$ cat src/rtl/circular_deque_macros.svh
// circular_deque_macros.svh: assertion macros for the deque checks
// depends on signals clk and rst_n in the module that uses them
`ifndef CIRCULAR_DEQUE_MACROS_SVH
`define CIRCULAR_DEQUE_MACROS_SVH

// same-cycle implication, disabled during reset
`define CDQ_ASSERT_IMP(lbl, ante, cons, msg) \
  lbl: assert property (@(posedge clk) disable iff (!rst_n) (ante) |-> (cons)) \
    else $error(msg);

// next-cycle implication, disabled during reset
`define CDQ_ASSERT_NXT(lbl, ante, cons, msg) \
  lbl: assert property (@(posedge clk) disable iff (!rst_n) (ante) |=> (cons)) \
    else $error(msg);

`endif

$ cat src/rtl/cdq_pkg.sv
// cdq_pkg: shared types, codes and sizes for the circular deque
// no dependencies; imported by every deque module
package cdq_pkg;

  // default ring depth and fixed field widths
  localparam int DEPTH_DEF   = 8;
  localparam int ACTION_W    = 3;
  localparam int DATA_W      = 32;
  localparam int STATUS_W    = 2;
  localparam int OCC_W       = 4;

  // command queue between front and back (power of two)
  localparam int QUEUE_DEPTH = 2;
  localparam int QP_W        = $clog2(QUEUE_DEPTH);
  localparam int QC_W        = $clog2(QUEUE_DEPTH + 1);

  // action codes on the input
  localparam logic [ACTION_W-1:0] ACT_PUSH_FRONT = 3'd0;
  localparam logic [ACTION_W-1:0] ACT_PUSH_BACK  = 3'd1;
  localparam logic [ACTION_W-1:0] ACT_POP_FRONT  = 3'd2;
  localparam logic [ACTION_W-1:0] ACT_POP_BACK   = 3'd3;
  localparam logic [ACTION_W-1:0] ACT_DUMP       = 3'd4;

  // result status codes
  localparam logic [STATUS_W-1:0] ST_OK    = 2'd0;
  localparam logic [STATUS_W-1:0] ST_FULL  = 2'd1;
  localparam logic [STATUS_W-1:0] ST_EMPTY = 2'd2;

  // internal operation after classification
  typedef enum logic [2:0] {
    OP_PUSH_FRONT,
    OP_PUSH_BACK,
    OP_POP_FRONT,
    OP_POP_BACK,
    OP_DUMP
  } cdq_op_t;

  // input transaction
  typedef struct packed {
    logic [ACTION_W-1:0]      action;
    logic signed [DATA_W-1:0] value;
  } cdq_in_t;

  // result transaction
  typedef struct packed {
    logic [STATUS_W-1:0]      status;
    logic signed [DATA_W-1:0] data;
    logic                     last;
    logic [OCC_W-1:0]         occupancy;
  } cdq_out_t;

  // classified command
  typedef struct packed {
    cdq_op_t                  op;
    logic signed [DATA_W-1:0] value;
  } cdq_cmd_t;

  // command with its valid flag, between front, queue and back
  typedef struct packed {
    logic     valid;
    cdq_cmd_t cmd;
  } cdq_slot_t;

endpackage

$ cat src/rtl/cdq_front.sv
// cdq_front: accepts input transactions and classifies the action code
// depends on cdq_pkg; feeds cdq_cmd_queue
module cdq_front (
  input  logic              start,
  input  cdq_pkg::cdq_in_t  in_item,
  input  logic              q_full,
  output logic              busy,
  output cdq_pkg::cdq_slot_t enq
);
  import cdq_pkg::*;

  logic accept;

  // hold off new transactions while the command queue is full
  assign busy   = q_full;
  assign accept = start && !q_full;

  // decode the action; unused codes are dropped here with no result
  always_comb begin
    enq.valid     = 1'b0;
    enq.cmd.op    = OP_DUMP;
    enq.cmd.value = in_item.value;
    case (in_item.action)
      ACT_PUSH_FRONT: begin
        enq.valid  = accept;
        enq.cmd.op = OP_PUSH_FRONT;
      end
      ACT_PUSH_BACK: begin
        enq.valid  = accept;
        enq.cmd.op = OP_PUSH_BACK;
      end
      ACT_POP_FRONT: begin
        enq.valid  = accept;
        enq.cmd.op = OP_POP_FRONT;
      end
      ACT_POP_BACK: begin
        enq.valid  = accept;
        enq.cmd.op = OP_POP_BACK;
      end
      ACT_DUMP: begin
        enq.valid  = accept;
        enq.cmd.op = OP_DUMP;
      end
      default: begin
        enq.valid  = 1'b0;
      end
    endcase
  end

endmodule

$ cat src/rtl/cdq_cmd_queue.sv
// cdq_cmd_queue: short command queue between front and back
// depends on cdq_pkg
module cdq_cmd_queue (
  input  logic               clk,
  input  logic               rst_n,
  input  cdq_pkg::cdq_slot_t enq,
  input  logic               deq,
  output logic               full,
  output cdq_pkg::cdq_slot_t head
);
  import cdq_pkg::*;

  cdq_cmd_t           entry_r [QUEUE_DEPTH];
  logic [QP_W-1:0]    wr_ptr_r, wr_ptr_nxt;
  logic [QP_W-1:0]    rd_ptr_r, rd_ptr_nxt;
  logic [QC_W-1:0]    count_r, count_nxt;
  logic               do_enq, do_deq;

  assign full       = (count_r == QC_W'(QUEUE_DEPTH));
  assign head.valid = (count_r != '0);
  assign head.cmd   = entry_r[rd_ptr_r];

  assign do_enq = enq.valid && !full;
  assign do_deq = deq && head.valid;

  // pointer and count update
  always_comb begin
    wr_ptr_nxt = do_enq ? wr_ptr_r + 1'b1 : wr_ptr_r;
    rd_ptr_nxt = do_deq ? rd_ptr_r + 1'b1 : rd_ptr_r;
    count_nxt  = count_r;
    if (do_enq && !do_deq) begin
      count_nxt = count_r + 1'b1;
    end else if (do_deq && !do_enq) begin
      count_nxt = count_r - 1'b1;
    end
  end

  // control registers
  always_ff @(posedge clk) begin
    if (!rst_n) begin
      wr_ptr_r <= '0;
      rd_ptr_r <= '0;
      count_r  <= '0;
    end else begin
      wr_ptr_r <= wr_ptr_nxt;
      rd_ptr_r <= rd_ptr_nxt;
      count_r  <= count_nxt;
    end
  end

  // entry storage
  always_ff @(posedge clk) begin
    if (do_enq) begin
      entry_r[wr_ptr_r] <= enq.cmd;
    end
  end

endmodule

$ cat src/rtl/cdq_back.sv
// cdq_back: executes deque commands against the ring memory
// depends on cdq_pkg; takes commands from cdq_cmd_queue
module cdq_back #(
  parameter int DEPTH = cdq_pkg::DEPTH_DEF,
  parameter int CW    = $clog2(DEPTH + 1)
) (
  input  logic               clk,
  input  logic               rst_n,
  input  cdq_pkg::cdq_slot_t head,
  output logic               deq,
  output logic               out_valid,
  output cdq_pkg::cdq_out_t  out_item,
  output logic [CW-1:0]      fill
);
  import cdq_pkg::*;

  localparam int            IW       = $clog2(DEPTH);
  localparam logic [IW-1:0] LAST_IDX = IW'(DEPTH - 1);
  localparam logic [CW-1:0] FULL_CNT = CW'(DEPTH);

  typedef enum logic {
    S_IDLE,
    S_EMIT
  } state_t;

  state_t                   state_r, state_nxt;
  logic                     out_valid_r, out_valid_nxt;
  cdq_out_t                 out_item_r, out_item_nxt;
  logic [IW-1:0]            front_r, front_nxt;
  logic [IW-1:0]            back_r, back_nxt;
  logic [CW-1:0]            fill_r, fill_nxt;
  logic [CW-1:0]            left_r, left_nxt;
  logic [IW-1:0]            dump_idx_r, dump_idx_nxt;

  logic signed [DATA_W-1:0] ring_mem [DEPTH];
  logic signed [DATA_W-1:0] rd_data_r;
  logic                     mem_we, mem_re;
  logic [IW-1:0]            mem_waddr, mem_raddr;

  function automatic logic [IW-1:0] idx_up(input logic [IW-1:0] i);
    idx_up = (i == LAST_IDX) ? '0 : i + 1'b1;
  endfunction

  function automatic logic [IW-1:0] idx_down(input logic [IW-1:0] i);
    idx_down = (i == '0) ? LAST_IDX : i - 1'b1;
  endfunction

  assign out_valid = out_valid_r;
  assign out_item  = out_item_r;
  assign fill      = fill_r;

  // command execution
  always_comb begin
    state_nxt     = state_r;
    out_valid_nxt = 1'b0;
    out_item_nxt  = out_item_r;
    front_nxt     = front_r;
    back_nxt      = back_r;
    fill_nxt      = fill_r;
    left_nxt      = left_r;
    dump_idx_nxt  = dump_idx_r;
    deq           = 1'b0;
    mem_we        = 1'b0;
    mem_waddr     = front_r;
    mem_re        = 1'b0;
    mem_raddr     = front_r;
    case (state_r)
      S_IDLE: begin
        if (head.valid) begin
          deq = 1'b1;
          case (head.cmd.op)
            OP_PUSH_FRONT, OP_PUSH_BACK: begin
              out_valid_nxt = 1'b1;
              if (fill_r == FULL_CNT) begin
                out_item_nxt = '{ST_FULL, '0, 1'b1, OCC_W'(fill_r)};
              end else begin
                mem_we = 1'b1;
                if (head.cmd.op == OP_PUSH_FRONT) begin
                  front_nxt = idx_down(front_r);
                  mem_waddr = front_nxt;
                end else begin
                  back_nxt  = idx_up(back_r);
                  mem_waddr = back_nxt;
                end
                fill_nxt     = fill_r + 1'b1;
                out_item_nxt = '{ST_OK, '0, 1'b1, OCC_W'(fill_nxt)};
              end
            end
            OP_POP_FRONT, OP_POP_BACK: begin
              if (fill_r == '0) begin
                out_valid_nxt = 1'b1;
                out_item_nxt  = '{ST_EMPTY, '0, 1'b1, '0};
              end else begin
                mem_re = 1'b1;
                if (head.cmd.op == OP_POP_FRONT) begin
                  mem_raddr = front_r;
                  front_nxt = idx_up(front_r);
                end else begin
                  mem_raddr = back_r;
                  back_nxt  = idx_down(back_r);
                end
                fill_nxt  = fill_r - 1'b1;
                left_nxt  = CW'(1);
                state_nxt = S_EMIT;
              end
            end
            OP_DUMP: begin
              if (fill_r == '0) begin
                out_valid_nxt = 1'b1;
                out_item_nxt  = '{ST_EMPTY, '0, 1'b1, '0};
              end else begin
                mem_re       = 1'b1;
                mem_raddr    = front_r;
                dump_idx_nxt = idx_up(front_r);
                left_nxt     = fill_r;
                state_nxt    = S_EMIT;
              end
            end
            default: begin
              deq = 1'b1;
            end
          endcase
        end
      end
      S_EMIT: begin
        // present the word read last cycle, fetch the next one of a dump
        out_valid_nxt = 1'b1;
        out_item_nxt  = '{ST_OK, rd_data_r, (left_r == CW'(1)), OCC_W'(fill_r)};
        if (left_r == CW'(1)) begin
          state_nxt = S_IDLE;
        end else begin
          mem_re       = 1'b1;
          mem_raddr    = dump_idx_r;
          dump_idx_nxt = idx_up(dump_idx_r);
          left_nxt     = left_r - 1'b1;
        end
      end
      default: begin
        state_nxt = S_IDLE;
      end
    endcase
  end

  // state, pointers and registered result
  always_ff @(posedge clk) begin
    if (!rst_n) begin
      state_r     <= S_IDLE;
      out_valid_r <= 1'b0;
      front_r     <= '0;
      back_r      <= LAST_IDX;
      fill_r      <= '0;
      left_r      <= '0;
      dump_idx_r  <= '0;
    end else begin
      state_r     <= state_nxt;
      out_valid_r <= out_valid_nxt;
      front_r     <= front_nxt;
      back_r      <= back_nxt;
      fill_r      <= fill_nxt;
      left_r      <= left_nxt;
      dump_idx_r  <= dump_idx_nxt;
    end
    out_item_r <= out_item_nxt;
  end

  // ring memory with registered read
  always_ff @(posedge clk) begin
    if (mem_we) begin
      ring_mem[mem_waddr] <= head.cmd.value;
    end
    if (mem_re) begin
      rd_data_r <= ring_mem[mem_raddr];
    end
  end

endmodule

$ cat src/rtl/circular_deque.sv
// circular_deque: top level of the double-ended queue of 32-bit words
// depends on cdq_pkg, cdq_front, cdq_cmd_queue, cdq_back, circular_deque_macros.svh
//
// A transaction is taken when start is high and busy is low; busy rises only
// while the two-entry command queue in front of the execution unit is full.
// Results come out with a one-cycle out_valid strobe and cannot be held off.
// A push, a refused push and a refused pop or dump pass through the command
// queue and the result register; the execution unit takes one such command a
// cycle while no pop or dump holds it. A pop reads the ring memory through its
// registered read port, so its result also passes the read register, and it
// holds the unit in S_EMIT. A dump streams one word a cycle from front to back
// and holds the unit in S_EMIT until its last word. Action codes five to seven
// are dropped with no result. The ring memory needs no clearing pass after
// reset; the deque is ready at once.
`include "circular_deque_macros.svh"

module circular_deque #(
  parameter int DEPTH = cdq_pkg::DEPTH_DEF
) (
  input  logic              clk,
  input  logic              rst_n,
  input  logic              start,
  output logic              busy,
  input  cdq_pkg::cdq_in_t  in_item,
  output logic              out_valid,
  output cdq_pkg::cdq_out_t out_item
);
  import cdq_pkg::*;

  localparam int CW = $clog2(DEPTH + 1);

  cdq_slot_t     enq;
  cdq_slot_t     head;
  logic          q_full;
  logic          deq;
  logic [CW-1:0] fill;

  // accept and classify
  cdq_front u_front (
    .start   (start),
    .in_item (in_item),
    .q_full  (q_full),
    .busy    (busy),
    .enq     (enq)
  );

  // decoupling queue
  cdq_cmd_queue u_queue (
    .clk   (clk),
    .rst_n (rst_n),
    .enq   (enq),
    .deq   (deq),
    .full  (q_full),
    .head  (head)
  );

  // execution against the ring memory
  cdq_back #(
    .DEPTH (DEPTH),
    .CW    (CW)
  ) u_back (
    .clk       (clk),
    .rst_n     (rst_n),
    .head      (head),
    .deq       (deq),
    .out_valid (out_valid),
    .out_item  (out_item),
    .fill      (fill)
  );

  // checks
  `CDQ_ASSERT_IMP(a_refusal_shape, out_valid && (out_item.status != ST_OK), (out_item.data == '0) && out_item.last, "refused transaction must carry zero data and last")
  `CDQ_ASSERT_IMP(a_full_only_when_full, out_valid && (out_item.status == ST_FULL), fill == CW'(DEPTH), "full status while deque not full")
  `CDQ_ASSERT_IMP(a_empty_only_when_empty, out_valid && (out_item.status == ST_EMPTY), fill == '0, "empty status while deque holds words")
  `CDQ_ASSERT_NXT(a_dump_contiguous, out_valid && !out_item.last, out_valid && (out_item.status == ST_OK), "dump stream broken before last word")

endmodule

$ cat config.mk
export PLATFORM = sky130hd
export DESIGN_NAME = circular_deque
export DESIGN_NICKNAME = d
export VERILOG_FILES = /design/src/rtl/cdq_pkg.sv /design/src/rtl/cdq_front.sv /design/src/rtl/cdq_cmd_queue.sv /design/src/rtl/cdq_back.sv /design/src/rtl/circular_deque.sv
export VERILOG_INCLUDE_DIRS = /design/src /design/src/rtl
export SDC_FILE = /design/constraint.sdc
export NUM_CORES = 1
export LEC_CHECK = 0
export BUFFER_PORTS_ARGS = -buffer_cell sky130_fd_sc_hd__buf_2
export CAP_MARGIN = 5
export CORE_MARGIN = 4
export CORE_UTILIZATION = 55
export CTS_BUF_LIST = sky130_fd_sc_hd__clkbuf_8
export CTS_CLUSTER_SIZE = 14
export DETAILED_ROUTE_END_ITERATION = 16
export PLACE_DENSITY = 0.8
export SYNTH_ARGS = -nofsm -noshare
export SYNTH_HDL_FRONTEND = slang
export SYNTH_SLANG_ARGS = --single-unit
$ cat constraint.sdc
create_clock -name clk -period 4.35 [get_ports clk]
set_input_delay 0.2175 -clock clk [delete_from_list [all_inputs] [get_ports clk]]
set_output_delay 0.2175 -clock clk [all_outputs]
set_load 0.01 [all_outputs]
==> impl_metrics.json <==
{
  "outcome": "finished clean",
  "post_synth.cell_area_avg_um2": 17.8,
  "finalCritPeriodShare_pct": 85.4,
  "area_growth_pct": 14.5,
  "dpl_worst_slack_ps": 760,
  "layout_commonest_cell": "edfxtp_1",
  "diodes": 0,
  "leakage_nw": 7.44,
  "final_cell_mix": "edfxtp_1 (397), mux2i_1 (197), buf_2 (78)",
  "holdWs_ps": 58.6,
  "seqCellArea_um2": 12400,
  "clk_path_buf_depth": 3,
  "vias_per_cell": 5.54,
  "nNetsFinal": 1182,
  "vias": 8718,
  "yosysTopAreaCell": "edfxtp_1",
  "slew-limit-headroom_pct": 31.4,
  "grt.overflow.total": 0,
  "start_util_pct": 55.7,
  "drive_gt1_share_pct": 23.8,
  "gp_congestion": 0.793,
  "powerDensity_nw_per_um2": 574,
  "fmax_mhz": 269,
  "core_area_um2": 30600,
  "synth_flop_cell": "edfxtp_1",
  "cts_htree_levels": 3,
  "slew_violations": 0,
  "finalPower_mw": 11.2,
  "die-area_um2": 33900,
  "cts_resized": 0,
  "finalInstanceArea_um2": 19500,
  "synthCells": 957,
  "hold_end": "u_queue.entry_r[0][32]",
  "maxCapViolCount": 0,
  "grt_pass1_vias": 9037,
  "yosysSeqAreaShare_pct": 72.7,
  "finalSetupViolations": 0,
  "yosysWarnings": 0,
  "n_fill_cell": 2109,
  "hpwl_um": 17800,
  "grt_pass1_wl_um": 49900,
  "hold_viol": 0,
  "netlist_area_um2": 17000,
  "grt_setup_unrepaired": "no",
  "die-height_um": 184,
  "wl_um": 32400,
  "dpl.cell_count": 1420,
  "drc": 0,
  "synth-seq-cells": 421,
  "drtPass1Iterations": 5,
  "hold_depth": 2,
  "async_reset_ff_share_pct": 0,
  "cts_sinks": 421,
  "worstRegToRegCells": 6,
  "cts_tree": "yes",
  "avgRoutedWirePerCell_um": 20.6,
  "ys_types": 59,
  "ant_nets": 0,
  "fin_cells": 1574,
  "drtIter0Drc": 649,
  "placedInstanceArea_um2": 17900,
  "synth_top_cell_area_share_pct": 69.9,
  "portBuffers": 78,
  "ff2ff_setup_slack_ps": 630,
  "antenna_found_initial": 0,
  "num_rows": 64,
  "dieWidth_um": 184,
  "vdd_ir_drop_max_mv": 0.313,
  "track_usage_pct": 19.2,
  "critical_path_class": "reg -> reg",
  "synth-edff-count": 397,
  "tightest_slew_ps": 1020,
  "min_from": "in_item[32]",
  "clkTransAtPathRegs_ps": 60,
  "yosys-top-cells-area": "edfxtp_1 (70%), mux2i_1 (12%), mux2_2 (4.5%)",
  "clock_latency_ps": 580,
  "cts_buffers": 67,
  "regToRegEndpoint": "u_back.ring_mem[7][13]",
  "critPathArrivalTime_ps": 3910,
  "path_max_fanout": 28,
  "cp-start-kind": "register",
  "endpoint_kind": "register",
  "cts_root_buf": "clkbuf_8",
  "skew_ps": 32.5,
  "period_needed_ps": 3720,
  "io_pins": 79,
  "multiInputGateArea_um2": 4260,
  "hold_path.class": "in -> reg",
  "fin_ws_ps": 633,
  "grt_max_degree": 65,
  "cp.required_ps": 4540,
  "syn-num-nets": 1011
}
[through the flow]
| stage | util, % | TNS [ps] |
|---|---|---|
| global route | 63.8 | 0 |
| finish | 63.8 | 0 |
| CTS | 63.8 | 0 |
| detailed placement | 58.6 | 0 |
| floorplan | - | -10490 |
| global placement | 58.6 | 0 |
[critical path, stage by stage (launching register included)]
cell and delay (ps):
dfxtp_2 340, buf_4 330, mux2_2 420, nor4_1 870
o211ai_1 560, nor3_2 300, buf_4 490
[per-layer routing]
metal / track usage (%) / wire length, um
met2: 33.3 / 16700
met5: 0 / 0
met4: 7.16 / 731
met3: 3.40 / 1720
met1: 24.3 / 13300
[logic make-up after synthesis]
group / after synthesis / share of synthesized area (%)
AOI/OAI and AO/OA: 68 / 2.86
xor gates and xnor gates: 11 / 0.565
adders and majority gates: 16 / 1.17
buffers and inverters: 58 / 2.96
DFF: 421 / 72.7
muxes: 265 / 16.1
and+or+nand+nor: 118 / 3.63
[Yosys cell counts, drive strengths merged (3+ instances only)]
| master | instances |
|---|---|
| nand2 | 21 |
| a31oi | 3 |
| nor2 | 29 |
| and2 | 36 |
| nor2b | 3 |
| o21a | 3 |
| mux2 | 68 |
| a21oi | 10 |
| ha | 16 |
| a21o | 4 |
| buf | 29 |
| a211oi | 6 |
| o22ai | 3 |
| clkbuf | 9 |
| xnor2 | 5 |
| inv | 17 |
| dfxtp | 24 |
| xor2 | 6 |
| nor3 | 10 |
| mux2i | 197 |
| edfxtp | 397 |
| o21ai | 18 |
| nor3b | 4 |
| nand2b | 4 |
| nand3 | 4 |
| o211ai | 5 |
[flip-flops by register name, summed over array words and instances, names as in the netlist, named ones only]
| name | cells |
|---|---|
| u_back.back_r | 3 |
| u_back.dump_idx_r | 3 |
| u_back.fill | 4 |
| u_back.front_r | 3 |
| u_back.left_r | 4 |
| u_back.out_item | 39 |
| u_back.out_valid | 1 |
| u_back.rd_data_r | 32 |
| u_back.ring_mem | 256 |
| u_back.state_r | 1 |
| u_queue.count_r | 2 |
| u_queue.entry_r | 70 |
| u_queue.rd_ptr_r | 1 |
| u_queue.wr_ptr_r | 1 |
[power breakdown]
group	internal (mW)	switching (mW)
registers	5.23	0.173
clock network	1.63	1.47
logic	1.11	1.59
total	7.97	3.23
[worst max-delay path by stage]
| stage | cells past startpoint | end | slack [ps] | from |
|---|---|---|---|---|
| floorplan | 6 | u_back.ring_mem[5][0] | -100 | register |
| global placement | 6 | u_back.ring_mem[7][15] | 840 | register |
| detailed placement | 6 | u_back.ring_mem[7][15] | 760 | register |
| CTS | 6 | u_back.ring_mem[7][18] | 720 | register |
| global route | 6 | u_back.ring_mem[7][18] | 450 | register |
| finish | 6 | u_back.ring_mem[7][13] | 630 | register |
[layout make-up]
class	count	share of cell area, %
Sequential cell	421	63.6
Clock buffer	71	5.01
Multi-Input combinational cell	478	21.8
Timing Repair Buffer	142	5.42
Inverter	18	0.346
Clock inverter	48	1.32
Tap cell	396	2.54
[what timing repair did]
action                                 CTS  global route
endpoints found under the hold margin   78             0
buffers inserted                         0             0
hold buffers                            35             0
Power figures use the tool's default switching activity.
